$ cat src/rtl/swfr_pkg.sv
// Shared types and constants of the sliding-window sender with fast retransmit.
package swfr_pkg;

  localparam int BUFFER_DEPTH_DEF = 16;
  localparam int SEQ_BITS_DEF     = 16;
  localparam int PORT_SEQ_W       = 16;
  localparam int DATA_W           = 64;
  localparam int CFG_W            = 4;
  localparam int CFG_IDX_W        = 2;

  localparam logic [CFG_IDX_W-1:0] REG_WINDOW_SIZE = 2'd0;
  localparam logic [CFG_IDX_W-1:0] REG_DUP_TRIG    = 2'd1;

  localparam logic [CFG_W-1:0] WINDOW_SIZE_RST = 4'd4;
  localparam logic [CFG_W-1:0] DUP_TRIG_RST    = 4'd4;
  localparam logic [CFG_W-1:0] DUP_MAX         = 4'hF;

  typedef enum logic [1:0] {
    ACT_SEND    = 2'd0,
    ACT_ACK     = 2'd1,
    ACT_TIMEOUT = 2'd2,
    ACT_IDLE    = 2'd3
  } action_e;

  typedef enum logic [1:0] {
    KIND_NONE  = 2'd0,
    KIND_TX    = 2'd1,
    KIND_START = 2'd2,
    KIND_STOP  = 2'd3
  } kind_e;

  typedef struct packed {
    action_e                 action;
    logic [DATA_W-1:0]       payload;
    logic [PORT_SEQ_W-1:0]   ack_number;
    logic                    ack_ok;
    logic [PORT_SEQ_W-1:0]   timeout_seq;
  } item_t;

  // Up to three results of one item; a resend takes its transmit entry from the buffer.
  typedef struct packed {
    logic [1:0]                  cnt;
    kind_e [2:0]                 kind;
    logic [2:0][PORT_SEQ_W-1:0]  seq;
    logic                        acc;
    logic                        resend;
  } res_t;

endpackage

$ cat src/rtl/swfr_mem.sv
// Retransmit buffer: payload and sequence store with a registered read port.
module swfr_mem #(
  parameter int BUFFER_DEPTH = swfr_pkg::BUFFER_DEPTH_DEF,
  parameter int SEQ_BITS     = swfr_pkg::SEQ_BITS_DEF,
  localparam int SW          = $clog2(BUFFER_DEPTH)
) (
  input  logic                              clk_i,
  input  logic                              wr_en_i,
  input  logic [SW-1:0]                     wr_slot_i,
  input  logic [SEQ_BITS-1:0]               wr_seq_i,
  input  logic [swfr_pkg::DATA_W-1:0]       wr_data_i,
  input  logic                              rd_load_i,
  input  logic [SEQ_BITS-1:0]               rd_seq_i,
  output logic [swfr_pkg::PORT_SEQ_W-1:0]   rd_seq_o,
  output logic [swfr_pkg::DATA_W-1:0]       rd_data_o
);

  logic [swfr_pkg::DATA_W-1:0] mem_pl [BUFFER_DEPTH];
  logic [SEQ_BITS-1:0]         mem_seq [BUFFER_DEPTH];

  logic [SEQ_BITS-1:0]                      seq_q;
  logic [SW-1:0]                            rd_slot;
  logic [SEQ_BITS-1:0]                      rd_seq_q;
  logic [swfr_pkg::DATA_W-1:0]              rd_data_q;
  logic [SEQ_BITS+swfr_pkg::PORT_SEQ_W-1:0] seq_x;

  always_ff @(posedge clk_i) begin
    if (rd_load_i) begin
      seq_q <= rd_seq_i;
    end
  end

  // slot = seq mod depth
  if ((BUFFER_DEPTH & (BUFFER_DEPTH - 1)) == 0) begin : g_pow2
    logic [SEQ_BITS+SW-1:0] sx;
    assign sx      = (SEQ_BITS + SW)'(seq_q);
    assign rd_slot = sx[SW-1:0];
  end else begin : g_recip
    localparam int SH = SEQ_BITS + SW;
    localparam int PW = SH + SEQ_BITS + 1;
    localparam int RW = SEQ_BITS + SW + 1;
    localparam longint unsigned MULV =
      ((64'd1 << SH) + 64'(BUFFER_DEPTH) - 64'd1) / 64'(BUFFER_DEPTH);
    logic [PW-1:0]         prod_q;
    logic [SEQ_BITS:0]     quo;
    logic [RW-1:0]         rem;
    always_ff @(posedge clk_i) begin
      prod_q <= PW'(seq_q) * PW'(MULV);
    end
    assign quo     = prod_q[PW-1:SH];
    assign rem     = RW'(seq_q) - RW'(quo) * RW'(BUFFER_DEPTH);
    assign rd_slot = rem[SW-1:0];
  end

  always_ff @(posedge clk_i) begin
    if (wr_en_i) begin
      mem_pl[wr_slot_i]  <= wr_data_i;
      mem_seq[wr_slot_i] <= wr_seq_i;
    end
    rd_data_q <= mem_pl[rd_slot];
    rd_seq_q  <= mem_seq[rd_slot];
  end

  assign seq_x     = {{swfr_pkg::PORT_SEQ_W{1'b0}}, rd_seq_q};
  assign rd_seq_o  = seq_x[swfr_pkg::PORT_SEQ_W-1:0];
  assign rd_data_o = rd_data_q;

endmodule

$ cat src/rtl/swfr_ctrl.sv
// Window state, duplicate-ACK tracker and per-item result decision.
module swfr_ctrl #(
  parameter int BUFFER_DEPTH = swfr_pkg::BUFFER_DEPTH_DEF,
  parameter int SEQ_BITS     = swfr_pkg::SEQ_BITS_DEF,
  localparam int SW          = $clog2(BUFFER_DEPTH)
) (
  input  logic                           clk_i,
  input  logic                           rst_ni,
  input  swfr_pkg::item_t                item_i,
  input  logic                           fire_i,
  input  logic [swfr_pkg::CFG_W-1:0]     window_size_i,
  input  logic [swfr_pkg::CFG_W-1:0]     dup_trig_i,
  output swfr_pkg::res_t                 res_o,
  output logic                           wr_en_o,
  output logic [SW-1:0]                  wr_slot_o,
  output logic [SEQ_BITS-1:0]            wr_seq_o,
  output logic                           rd_load_o,
  output logic [SEQ_BITS-1:0]            rd_seq_o
);

  localparam int CW = (SEQ_BITS > 9) ? SEQ_BITS : 9;

  function automatic logic [swfr_pkg::PORT_SEQ_W-1:0] to_port(logic [SEQ_BITS-1:0] s);
    logic [SEQ_BITS+swfr_pkg::PORT_SEQ_W-1:0] x;
    x = {{swfr_pkg::PORT_SEQ_W{1'b0}}, s};
    return x[swfr_pkg::PORT_SEQ_W-1:0];
  endfunction

  function automatic logic [SEQ_BITS-1:0] from_port(logic [swfr_pkg::PORT_SEQ_W-1:0] p);
    logic [SEQ_BITS+swfr_pkg::PORT_SEQ_W-1:0] x;
    x = {{SEQ_BITS{1'b0}}, p};
    return x[SEQ_BITS-1:0];
  endfunction

  logic [SEQ_BITS-1:0]        base_q, base_d, next_q, next_d, last_q, last_d;
  logic                       full_q, full_d;
  logic [SW-1:0]              slot_q, slot_d;
  logic [swfr_pkg::CFG_W-1:0] dup_q, dup_d;

  logic [SEQ_BITS-1:0] outst, ack, tseq, ack_dist, t_dist, new_base, rs_seq, next_inc;
  logic [CW-1:0]       weff;
  logic                ack_new, do_resend, wr_en, rd_load;
  swfr_pkg::res_t      res_d;

  assign ack      = from_port(item_i.ack_number);
  assign tseq     = from_port(item_i.timeout_seq);
  assign outst    = next_q - base_q;
  assign ack_dist = ack - base_q;
  assign t_dist   = tseq - base_q;
  assign new_base = ack + 1'b1;
  assign next_inc = next_q + 1'b1;
  assign weff     = (CW'(window_size_i) > CW'(BUFFER_DEPTH)) ? CW'(BUFFER_DEPTH)
                                                             : CW'(window_size_i);
  assign ack_new  = item_i.ack_ok && (CW'(ack_dist) < CW'(window_size_i))
                    && (ack_dist < outst);
  assign rs_seq   = (item_i.action == swfr_pkg::ACT_TIMEOUT) ? tseq : base_q;

  always_comb begin
    res_d     = '0;
    res_d.cnt = 2'd1;
    base_d    = base_q;
    next_d    = next_q;
    full_d    = full_q;
    slot_d    = slot_q;
    last_d    = last_q;
    dup_d     = dup_q;
    wr_en     = 1'b0;
    do_resend = 1'b0;
    case (item_i.action)
      swfr_pkg::ACT_SEND: begin
        if (!(full_q || CW'(outst) >= weff)) begin
          wr_en     = 1'b1;
          res_d.acc = 1'b1;
          if (base_q == next_q) begin
            res_d.cnt     = 2'd2;
            res_d.kind[0] = swfr_pkg::KIND_START;
            res_d.seq[0]  = to_port(base_q);
            res_d.kind[1] = swfr_pkg::KIND_TX;
            res_d.seq[1]  = to_port(next_q);
          end else begin
            res_d.kind[0] = swfr_pkg::KIND_TX;
            res_d.seq[0]  = to_port(next_q);
          end
          next_d = next_inc;
          if (next_inc == '0 || slot_q == SW'(BUFFER_DEPTH - 1)) begin
            slot_d = '0;
          end else begin
            slot_d = slot_q + 1'b1;
          end
          full_d = (CW'(SEQ_BITS'(next_inc - base_q)) == weff);
        end
      end
      swfr_pkg::ACT_ACK: begin
        if (ack_new) begin
          base_d        = new_base;
          full_d        = 1'b0;
          res_d.kind[0] = swfr_pkg::KIND_STOP;
          res_d.seq[0]  = to_port(base_q);
          if (new_base != next_q) begin
            res_d.cnt     = 2'd2;
            res_d.kind[1] = swfr_pkg::KIND_START;
            res_d.seq[1]  = to_port(new_base);
          end
        end else if (ack == last_q) begin
          dup_d = (dup_q == swfr_pkg::DUP_MAX) ? dup_q : dup_q + 1'b1;
          do_resend = (dup_d == dup_trig_i) && (outst != '0);
        end else begin
          last_d = ack;
          dup_d  = 4'd1;
        end
      end
      swfr_pkg::ACT_TIMEOUT: begin
        do_resend = (t_dist < outst);
      end
      default: begin
      end
    endcase
    if (do_resend) begin
      res_d.cnt     = 2'd3;
      res_d.kind[0] = swfr_pkg::KIND_STOP;
      res_d.seq[0]  = to_port(rs_seq);
      res_d.kind[1] = swfr_pkg::KIND_START;
      res_d.seq[1]  = to_port(rs_seq);
      res_d.kind[2] = swfr_pkg::KIND_TX;
      res_d.resend  = 1'b1;
    end
    rd_load = do_resend;
  end

  always_ff @(posedge clk_i or negedge rst_ni) begin
    if (!rst_ni) begin
      base_q <= '0;
      next_q <= '0;
      full_q <= 1'b0;
      slot_q <= '0;
      last_q <= '1;
      dup_q  <= '0;
    end else if (fire_i) begin
      base_q <= base_d;
      next_q <= next_d;
      full_q <= full_d;
      slot_q <= slot_d;
      last_q <= last_d;
      dup_q  <= dup_d;
    end
  end

  assign res_o     = res_d;
  assign wr_en_o   = fire_i & wr_en;
  assign wr_slot_o = slot_q;
  assign wr_seq_o  = next_q;
  assign rd_load_o = fire_i & rd_load;
  assign rd_seq_o  = rs_seq;

  a_full_has_outstanding: assert property (@(posedge clk_i) disable iff (!rst_ni)
    full_q |-> outst != '0) else $error("window full with nothing outstanding");

  a_outstanding_fits: assert property (@(posedge clk_i) disable iff (!rst_ni)
    CW'(outst) <= CW'(BUFFER_DEPTH)) else $error("outstanding exceeds buffer depth");

endmodule

$ cat src/rtl/swfr_out.sv
// Result register: holds up to three results of one item and hands them out in order.
module swfr_out (
  input  logic                              clk_i,
  input  logic                              rst_ni,
  input  logic                              load_i,
  input  swfr_pkg::res_t                    res_i,
  input  logic [swfr_pkg::DATA_W-1:0]       payload_i,
  input  logic [swfr_pkg::PORT_SEQ_W-1:0]   rd_seq_i,
  input  logic [swfr_pkg::DATA_W-1:0]       rd_data_i,
  output logic                              free_o,
  output logic                              out_valid_o,
  input  logic                              out_ready_i,
  output logic [1:0]                        kind_o,
  output logic [swfr_pkg::PORT_SEQ_W-1:0]   seq_o,
  output logic [swfr_pkg::DATA_W-1:0]       data_out_o,
  output logic                              accepted_o,
  output logic                              last_o
);

  logic                        valid_q;
  logic [1:0]                  idx_q;
  swfr_pkg::res_t              r_q;
  logic [swfr_pkg::DATA_W-1:0] pl_q;
  logic                        tx_mem;
  swfr_pkg::kind_e             kind;

  always_ff @(posedge clk_i or negedge rst_ni) begin
    if (!rst_ni) begin
      valid_q <= 1'b0;
      idx_q   <= '0;
    end else if (load_i) begin
      valid_q <= 1'b1;
      idx_q   <= '0;
    end else if (valid_q && out_ready_i) begin
      if (last_o) begin
        valid_q <= 1'b0;
      end else begin
        idx_q <= idx_q + 1'b1;
      end
    end
  end

  always_ff @(posedge clk_i) begin
    if (load_i) begin
      r_q  <= res_i;
      pl_q <= payload_i;
    end
  end

  assign tx_mem      = r_q.resend && (idx_q == 2'd2);
  assign kind        = r_q.kind[idx_q];
  assign kind_o      = kind;
  assign seq_o       = tx_mem ? rd_seq_i : r_q.seq[idx_q];
  assign data_out_o  = (kind != swfr_pkg::KIND_TX) ? '0 : (tx_mem ? rd_data_i : pl_q);
  assign accepted_o  = r_q.acc;
  assign last_o      = (idx_q == r_q.cnt - 2'd1);
  assign out_valid_o = valid_q;
  assign free_o      = !valid_q || (out_ready_i && last_o);

  a_idx_in_range: assert property (@(posedge clk_i) disable iff (!rst_ni)
    valid_q |-> idx_q < r_q.cnt) else $error("result index past count");

  a_resend_three: assert property (@(posedge clk_i) disable iff (!rst_ni)
    valid_q && r_q.resend |-> r_q.cnt == 2'd3 && !r_q.acc)
    else $error("resend without three results");

  a_drain: assert property (@(posedge clk_i) disable iff (!rst_ni)
    valid_q && out_ready_i && last_o && !load_i |=> !valid_q)
    else $error("result register not emptied after last transfer");

endmodule

$ cat src/rtl/sliding_window_sender_fast_retx_unit.sv
// Top level of the sliding-window sender with fast retransmit.
//
// Channels: in_* carries one event (send, ACK, timer expiry); out_* carries
// the result items, one to three per event, the final one marked by last_o.
// cfg_* writes window_size (index 0) and dup_ack_trigger (index 1); it is
// always ready and must only be used while the block is idle.
// An event waits in the input register until the result register is free; it
// then moves into the result register, where its first result is visible and
// can transfer.
// A resend reads the retransmit buffer through a sequence register (plus a
// product register when the depth is not a power of two) and a registered
// read port; its transmit result is the third one, so it never waits on that read.
// Throughput: one result item per cycle while out_ready_i is high; an event
// holds the result register until all its results (1 to 3) are taken, while the
// input register already holds the next event.
// Reset: window base and next sequence zero, window not full, duplicate
// tracker at all ones with count zero, registers at 4. The buffer is not
// cleared; only outstanding entries, which were written, are read.
// When the receiver stalls, the result register holds, the input register
// fills, and in_ready_o drops until the current results are taken.
module sliding_window_sender_fast_retx_unit #(
  parameter int BUFFER_DEPTH = swfr_pkg::BUFFER_DEPTH_DEF,
  parameter int SEQ_BITS     = swfr_pkg::SEQ_BITS_DEF
) (
  input  logic                              clk_i,
  input  logic                              rst_ni,
  input  logic                              cfg_valid_i,
  output logic                              cfg_ready_o,
  input  logic [swfr_pkg::CFG_IDX_W-1:0]    cfg_index_i,
  input  logic [swfr_pkg::CFG_W-1:0]        cfg_data_i,
  input  logic                              in_valid_i,
  output logic                              in_ready_o,
  input  logic [1:0]                        action_i,
  input  logic [swfr_pkg::DATA_W-1:0]       payload_i,
  input  logic [swfr_pkg::PORT_SEQ_W-1:0]   ack_number_i,
  input  logic                              ack_checksum_ok_i,
  input  logic [swfr_pkg::PORT_SEQ_W-1:0]   timeout_seq_i,
  output logic                              out_valid_o,
  input  logic                              out_ready_i,
  output logic [1:0]                        kind_o,
  output logic [swfr_pkg::PORT_SEQ_W-1:0]   seq_o,
  output logic [swfr_pkg::DATA_W-1:0]       data_out_o,
  output logic                              accepted_o,
  output logic                              last_o
);

  localparam int SW = $clog2(BUFFER_DEPTH);

  logic [swfr_pkg::CFG_W-1:0] window_size_q, dup_trig_q;
  logic                       in_valid_q;
  swfr_pkg::item_t            item_q;
  logic                       out_free, fire;

  swfr_pkg::res_t                     res;
  logic                               wr_en, rd_load;
  logic [SW-1:0]                      wr_slot;
  logic [SEQ_BITS-1:0]                wr_seq, rd_seq;
  logic [swfr_pkg::PORT_SEQ_W-1:0]    mem_seq;
  logic [swfr_pkg::DATA_W-1:0]        mem_data;

  assign cfg_ready_o = 1'b1;

  always_ff @(posedge clk_i or negedge rst_ni) begin
    if (!rst_ni) begin
      window_size_q <= swfr_pkg::WINDOW_SIZE_RST;
      dup_trig_q    <= swfr_pkg::DUP_TRIG_RST;
    end else if (cfg_valid_i) begin
      if (cfg_index_i == swfr_pkg::REG_WINDOW_SIZE) begin
        window_size_q <= cfg_data_i;
      end else if (cfg_index_i == swfr_pkg::REG_DUP_TRIG) begin
        dup_trig_q <= cfg_data_i;
      end
    end
  end

  assign fire       = in_valid_q && out_free;
  assign in_ready_o = !in_valid_q || out_free;

  always_ff @(posedge clk_i or negedge rst_ni) begin
    if (!rst_ni) begin
      in_valid_q <= 1'b0;
    end else if (in_valid_i && in_ready_o) begin
      in_valid_q <= 1'b1;
    end else if (fire) begin
      in_valid_q <= 1'b0;
    end
  end

  always_ff @(posedge clk_i) begin
    if (in_valid_i && in_ready_o) begin
      item_q.action      <= swfr_pkg::action_e'(action_i);
      item_q.payload     <= payload_i;
      item_q.ack_number  <= ack_number_i;
      item_q.ack_ok      <= ack_checksum_ok_i;
      item_q.timeout_seq <= timeout_seq_i;
    end
  end

  swfr_ctrl #(
    .BUFFER_DEPTH (BUFFER_DEPTH),
    .SEQ_BITS     (SEQ_BITS)
  ) u_ctrl (
    .clk_i         (clk_i),
    .rst_ni        (rst_ni),
    .item_i        (item_q),
    .fire_i        (fire),
    .window_size_i (window_size_q),
    .dup_trig_i    (dup_trig_q),
    .res_o         (res),
    .wr_en_o       (wr_en),
    .wr_slot_o     (wr_slot),
    .wr_seq_o      (wr_seq),
    .rd_load_o     (rd_load),
    .rd_seq_o      (rd_seq)
  );

  swfr_mem #(
    .BUFFER_DEPTH (BUFFER_DEPTH),
    .SEQ_BITS     (SEQ_BITS)
  ) u_mem (
    .clk_i     (clk_i),
    .wr_en_i   (wr_en),
    .wr_slot_i (wr_slot),
    .wr_seq_i  (wr_seq),
    .wr_data_i (item_q.payload),
    .rd_load_i (rd_load),
    .rd_seq_i  (rd_seq),
    .rd_seq_o  (mem_seq),
    .rd_data_o (mem_data)
  );

  swfr_out u_out (
    .clk_i       (clk_i),
    .rst_ni      (rst_ni),
    .load_i      (fire),
    .res_i       (res),
    .payload_i   (item_q.payload),
    .rd_seq_i    (mem_seq),
    .rd_data_i   (mem_data),
    .free_o      (out_free),
    .out_valid_o (out_valid_o),
    .out_ready_i (out_ready_i),
    .kind_o      (kind_o),
    .seq_o       (seq_o),
    .data_out_o  (data_out_o),
    .accepted_o  (accepted_o),
    .last_o      (last_o)
  );

endmodule
$ cat config.mk
export PLATFORM = sky130hd
export DESIGN_NAME = sliding_window_sender_fast_retx_unit
export DESIGN_NICKNAME = d
export VERILOG_FILES = /design/src/rtl/swfr_pkg.sv /design/src/rtl/swfr_mem.sv /design/src/rtl/swfr_ctrl.sv /design/src/rtl/swfr_out.sv /design/src/rtl/sliding_window_sender_fast_retx_unit.sv
export SDC_FILE = /design/constraint.sdc
export NUM_CORES = 2
export LEC_CHECK = 0
export BUFFER_PORTS_ARGS = -buffer_cell sky130_fd_sc_hd__buf_2
export CORE_MARGIN = 2
export CORE_UTILIZATION = 62
export CTS_CLUSTER_SIZE = 8
export DETAILED_ROUTE_END_ITERATION = 12
export MAX_ROUTING_LAYER = met4
export PLACE_DENSITY_LB_ADDON = 0.25
export REMOVE_ABC_BUFFERS = 1
export SKIP_LAST_GASP = 1
export SLEW_MARGIN = 25
export SYNTH_ARGS = -nofsm -noshare
export SYNTH_HDL_FRONTEND = slang
export SYNTH_SLANG_ARGS = --single-unit
$ cat constraint.sdc
create_clock -name clk_i -period 20.8 [get_ports clk_i]
set_clock_uncertainty 0.2 [all_clocks]
set_input_delay 4.16 -clock clk_i [delete_from_list [all_inputs] [get_ports clk_i]]
set_output_delay 4.16 -clock clk_i [all_outputs]
set_load 0.02 [all_outputs]
==> results.md <==
* Chip Width at roughly 330 um
* Count of vias placed by the detailed router at around 37000
* Layout Nets at between 4000 and 5000
* Number of endpoints failing setup at the final stage at 0
* Boundary Pins at approximately 200
* Overall die height at around 330 um
* First-pass iteration count of the detailed router at 6
* Antenna violations before repair at 2
* Flip-flop and latch count after synthesis at between 1500 and 2000
* Register area share after synthesis at 0.725
* Top flip-flop cell by instance count after synthesis: sky130_fd_sc_hd__edfxtp_1
* Max_cap viols at 0
* Run status: completed
* Stage delay of the slowest cell on the critical path at 0.18 ns
* Maximum buffer depth of the clock tree at 3
* Effective utilization at floorplan at 0.627
* Count of hold buffers inserted by post-cts repair at 0
* Cell seen most often among critical-path stages: sky130_fd_sc_hd__buf_2
* Min Tclk post-route at 9.03 ns
* Routed Wire Length at approximately 170000 um
* Internal reg-to-reg setup slack at between 10 and 15 ns
* Max transition margin at 0.214
* Cells along the critical path: buf_2 -> nand2_1 -> nand3_1 -> buf_2
* Via count of the first global-routing pass at around 38000
* End point of the most critical hold path: u_ctrl.base_q[5]
* Post-synth design cell area at between 0.06 and 0.07 mm^2
* Buffer cell driving the clock tree root: sky130_fd_sc_hd__clkbuf_16
* Post-Place Setup Slack at around 12 ns
* Average via count per standard cell at between 6 and 7
* Synthesized area per cell at ~19 um^2
* Die area at ~0.11 mm^2
* Hold Crit Start: u_ctrl.base_q[5]
* Leakage dissipation at between 20 and 30 nW
* Number of synthesized flops with an enable pin at roughly 1500
* Area overhead of the layout relative to synthesis at 14.0%
* Highest Clock Rate at about 110 MHz
* Combined buffer and inverter count along the critical path at 2
* Aggregate global routing overflow at 0
* Classification of the worst-slack hold path: reg -> reg
* Reg2reg start: item_q[23]
* Final cell utilization of the core at 0.715
* Critical Path Source Type: input pin
* DP Wirelength at about 86000 um
* Clock tree sinks at roughly 1600
* Actual slew at the worst max-slew pin at 1.18 ns
* Post CTS Setup Buffer Count at 0
* PnR Total Power at 8.73 mW
* Weighted congestion reported at the end of routability-driven placement at 0.940
* Final setup margin at about 12 ns
* H-Tree Level Count at 4
* Count of standard-cell rows at between 100 and 150
* Worst-path maximum fanout at 3
* Post-detailed-route count of antenna-violating nets at 0
* Iteration-0 DRC Markers at ~4600
* Ranking of synthesized cells by area: sky130_fd_sc_hd__edfxtp_1, sky130_fd_sc_hd__mux4_2, sky130_fd_sc_hd__dfxtp_1
* Total CTS buffers at ~220
* Family with the most delay on the worst path: buffers and inverters
* Average routed wire per standard cell at 31.8 um
* Insertion delay to the later sink of the worst-skew pair at roughly 0.8 ns
* Cells on worst reg2reg path at 19
* Cell at the slowest stage of the critical path: sky130_fd_sc_hd__buf_2
* Unrepaired setup endpoints after global routing: no
* Mapped Cells at roughly 3500
* Reg-to-reg endpoint: u_out.r_q[51]
* Critical path capture point type: output pin
* Fraction of final layout cells sized beyond drive strength 1 at 0.250
* P per Cell Area at between 100 and 150 mW/mm^2
* Core region area at about 0.11 mm^2
* Worst vdd ir at roughly 0.11 mV
* Cell type with the highest aggregate area in the netlist: sky130_fd_sc_hd__edfxtp_1
* Portion of the clock cycle consumed by the worst path in the final layout at 0.434
* WHS Path Cells at 2
* Count of final max-slew check failures at 0
* Worst Setup Path Type: in -> out
* Clock slew at the register clock pins of the worst setup and hold paths at 0.05 ns
* Clock tree from TritonCTS: built
* Number of remaining DRC errors at 0
* Count of input and output buffers at slightly below 200
* Wire length of the first global-routing pass at around 250000 um
* Gates resized, CTS repair at 0
* Number of warnings printed during yosys synthesis at 0
* GRT Overall Usage at 0.329
* Data arrival, critical path at about 4.7 ns
* Fraction of registers with async set or reset after synthesis at 0.0422
* Number of distinct library cells after synthesis at 96
* Area after DPL at 0.0689 mm^2
* Data required time of the worst path at roughly 16 ns
* Portion of synthesized cell area occupied by the leading cell type at 0.674
* Final non-filler cell area at between 0.07 and 0.08 mm^2
* Maximum number of pins on one net before global-route repair at 160
* Sum of negative setup slack at 0 ns
* Number of hold violations in the final report at 0
Yosys cell counts (15+ instances only):
library cell and count:
sky130_fd_sc_hd__nand2b_1 16, sky130_fd_sc_hd__a21o_1 20, sky130_fd_sc_hd__nor3_1 26, sky130_fd_sc_hd__dfstp_2 18
sky130_fd_sc_hd__nand2_1 231, sky130_fd_sc_hd__nand4_1 17, sky130_fd_sc_hd__edfxtp_1 1487, sky130_fd_sc_hd__nand3_1 56
sky130_fd_sc_hd__dfrtp_1 51, sky130_fd_sc_hd__xor2_1 43, sky130_fd_sc_hd__a31oi_1 35, sky130_fd_sc_hd__clkbuf_1 137
sky130_fd_sc_hd__inv_1 61, sky130_fd_sc_hd__xnor2_1 77, sky130_fd_sc_hd__dfxtp_1 80, sky130_fd_sc_hd__mux4_2 400
sky130_fd_sc_hd__o21a_1 17, sky130_fd_sc_hd__ha_1 104, sky130_fd_sc_hd__and3_1 19, sky130_fd_sc_hd__mux2_2 28
sky130_fd_sc_hd__o211ai_1 15, sky130_fd_sc_hd__o21ai_0 84, sky130_fd_sc_hd__mux2i_1 26, sky130_fd_sc_hd__buf_1 31
sky130_fd_sc_hd__nor2_1 61, sky130_fd_sc_hd__a21oi_1 119
registers in the layout (all words and copies together) (netlist names), 2 cells and up:
register,flops
u_mem.mem_pl,1024
u_mem.mem_seq,256
item_q,99
u_mem.rd_data_o,64
u_out.pl_q,64
u_out.r_q,39
u_ctrl.base_q,16
u_ctrl.last_q,16
u_ctrl.wr_seq_o,16
u_mem.rd_seq_o,16
dup_trig_q,4
u_ctrl.dup_q,4
u_ctrl.wr_slot_o,4
u_mem.seq_q,4
window_size_q,4
u_out.idx_q,2
cell usage in the layout (no fill, tap or decap), types with 35 or more instances in the layout:
| master | n |
|---|---|
| sky130_fd_sc_hd__edfxtp_1 | 1487 |
| sky130_fd_sc_hd__mux4_2 | 400 |
| sky130_fd_sc_hd__nand2_1 | 230 |
| sky130_fd_sc_hd__clkbuf_16 | 223 |
| sky130_fd_sc_hd__buf_2 | 195 |
| sky130_fd_sc_hd__clkbuf_1 | 170 |
| sky130_fd_sc_hd__a21oi_1 | 119 |
| sky130_fd_sc_hd__ha_1 | 104 |
| sky130_fd_sc_hd__o21ai_0 | 84 |
| sky130_fd_sc_hd__dfxtp_1 | 80 |
| sky130_fd_sc_hd__xnor2_1 | 77 |
| sky130_fd_sc_hd__inv_1 | 61 |
| sky130_fd_sc_hd__nor2_1 | 60 |
| sky130_fd_sc_hd__buf_4 | 58 |
| sky130_fd_sc_hd__nand3_1 | 56 |
| sky130_fd_sc_hd__dfrtp_1 | 50 |
| sky130_fd_sc_hd__xor2_1 | 43 |
| sky130_fd_sc_hd__a31oi_1 | 35 |
area by class of cell:
| type | count | area [um^2] |
|---|---|---|
| Multi-Input combinational cell | 1613 | 17400 |
| Tap cell | 1391 | 1740 |
| Antenna cell | 1 | 2.50 |
| Fill cell | 5930 | 30000 |
| Clock buffer | 394 | 6230 |
| Inverter | 62 | 233 |
| Sequential cell | 1636 | 48000 |
| Clock inverter | 14 | 314 |
| Timing Repair Buffer | 262 | 1590 |
routing by layer:
metal,vias to the layer above,track usage,wire length [um]
met3,425,0.0562,15500
met2,2483,0.531,86700
met4,0,0.125,6290
li1,14800,-,-
met5,-,-,0
met1,18900,0.424,62200
where the power goes:
group	internal (mW)	switching [mW]	leakage [nW]
registers	3.86	0.200	15.1
logic	0.437	0.827	7.40
clock network	2.01	1.39	3.09
total	6.31	2.42	25.6
worst max path at each step:
stage	startpoint	endpoint	slack [ns]	cells after the start
2_1_floorplan	out_ready_i	u_mem.mem_pl[0][0]	2.16	5
4_1_cts	out_ready_i	in_ready_o	11.78	4
3_3_place_gp	out_ready_i	in_ready_o	11.76	4
5_1_grt	out_ready_i	in_ready_o	11.74	4
3_5_place_dp	out_ready_i	in_ready_o	11.78	4
6_report	out_ready_i	in_ready_o	11.77	4
logic make-up after synthesis:
| logic type | share of synthesized area |
|---|---|
| AOI/OAI and AO/OA | 0.0376 |
| xor gates and xnor gates | 0.0162 |
| adders and majority gates | 0.0212 |
| buffers and inverters | 0.0143 |
| DFF | 0.725 |
| muxes | 0.146 |
| other | 0.0000566 |
| and+or+nand+nor | 0.0400 |
worst min-delay path, stage by stage, from the launching register on:
cell and delay [ns]:
sky130_fd_sc_hd__dfrtp_1 0.35, sky130_fd_sc_hd__nand2_1 0.05, sky130_fd_sc_hd__o21ai_0 0.07
through the flow:
| step | std cells | hold slack, ns |
|---|---|---|
| 6_report | 5373 | 0.308 |
| 5_1_grt | 5373 | 0.334 |
| 4_1_cts | 5369 | 0.309 |
| 3_5_place_dp | 4961 | 0.298 |
| 3_3_place_gp | 4961 | 0.282 |
| 2_1_floorplan | 3311 | 0.265 |
(Power assumes the default switching activity.)
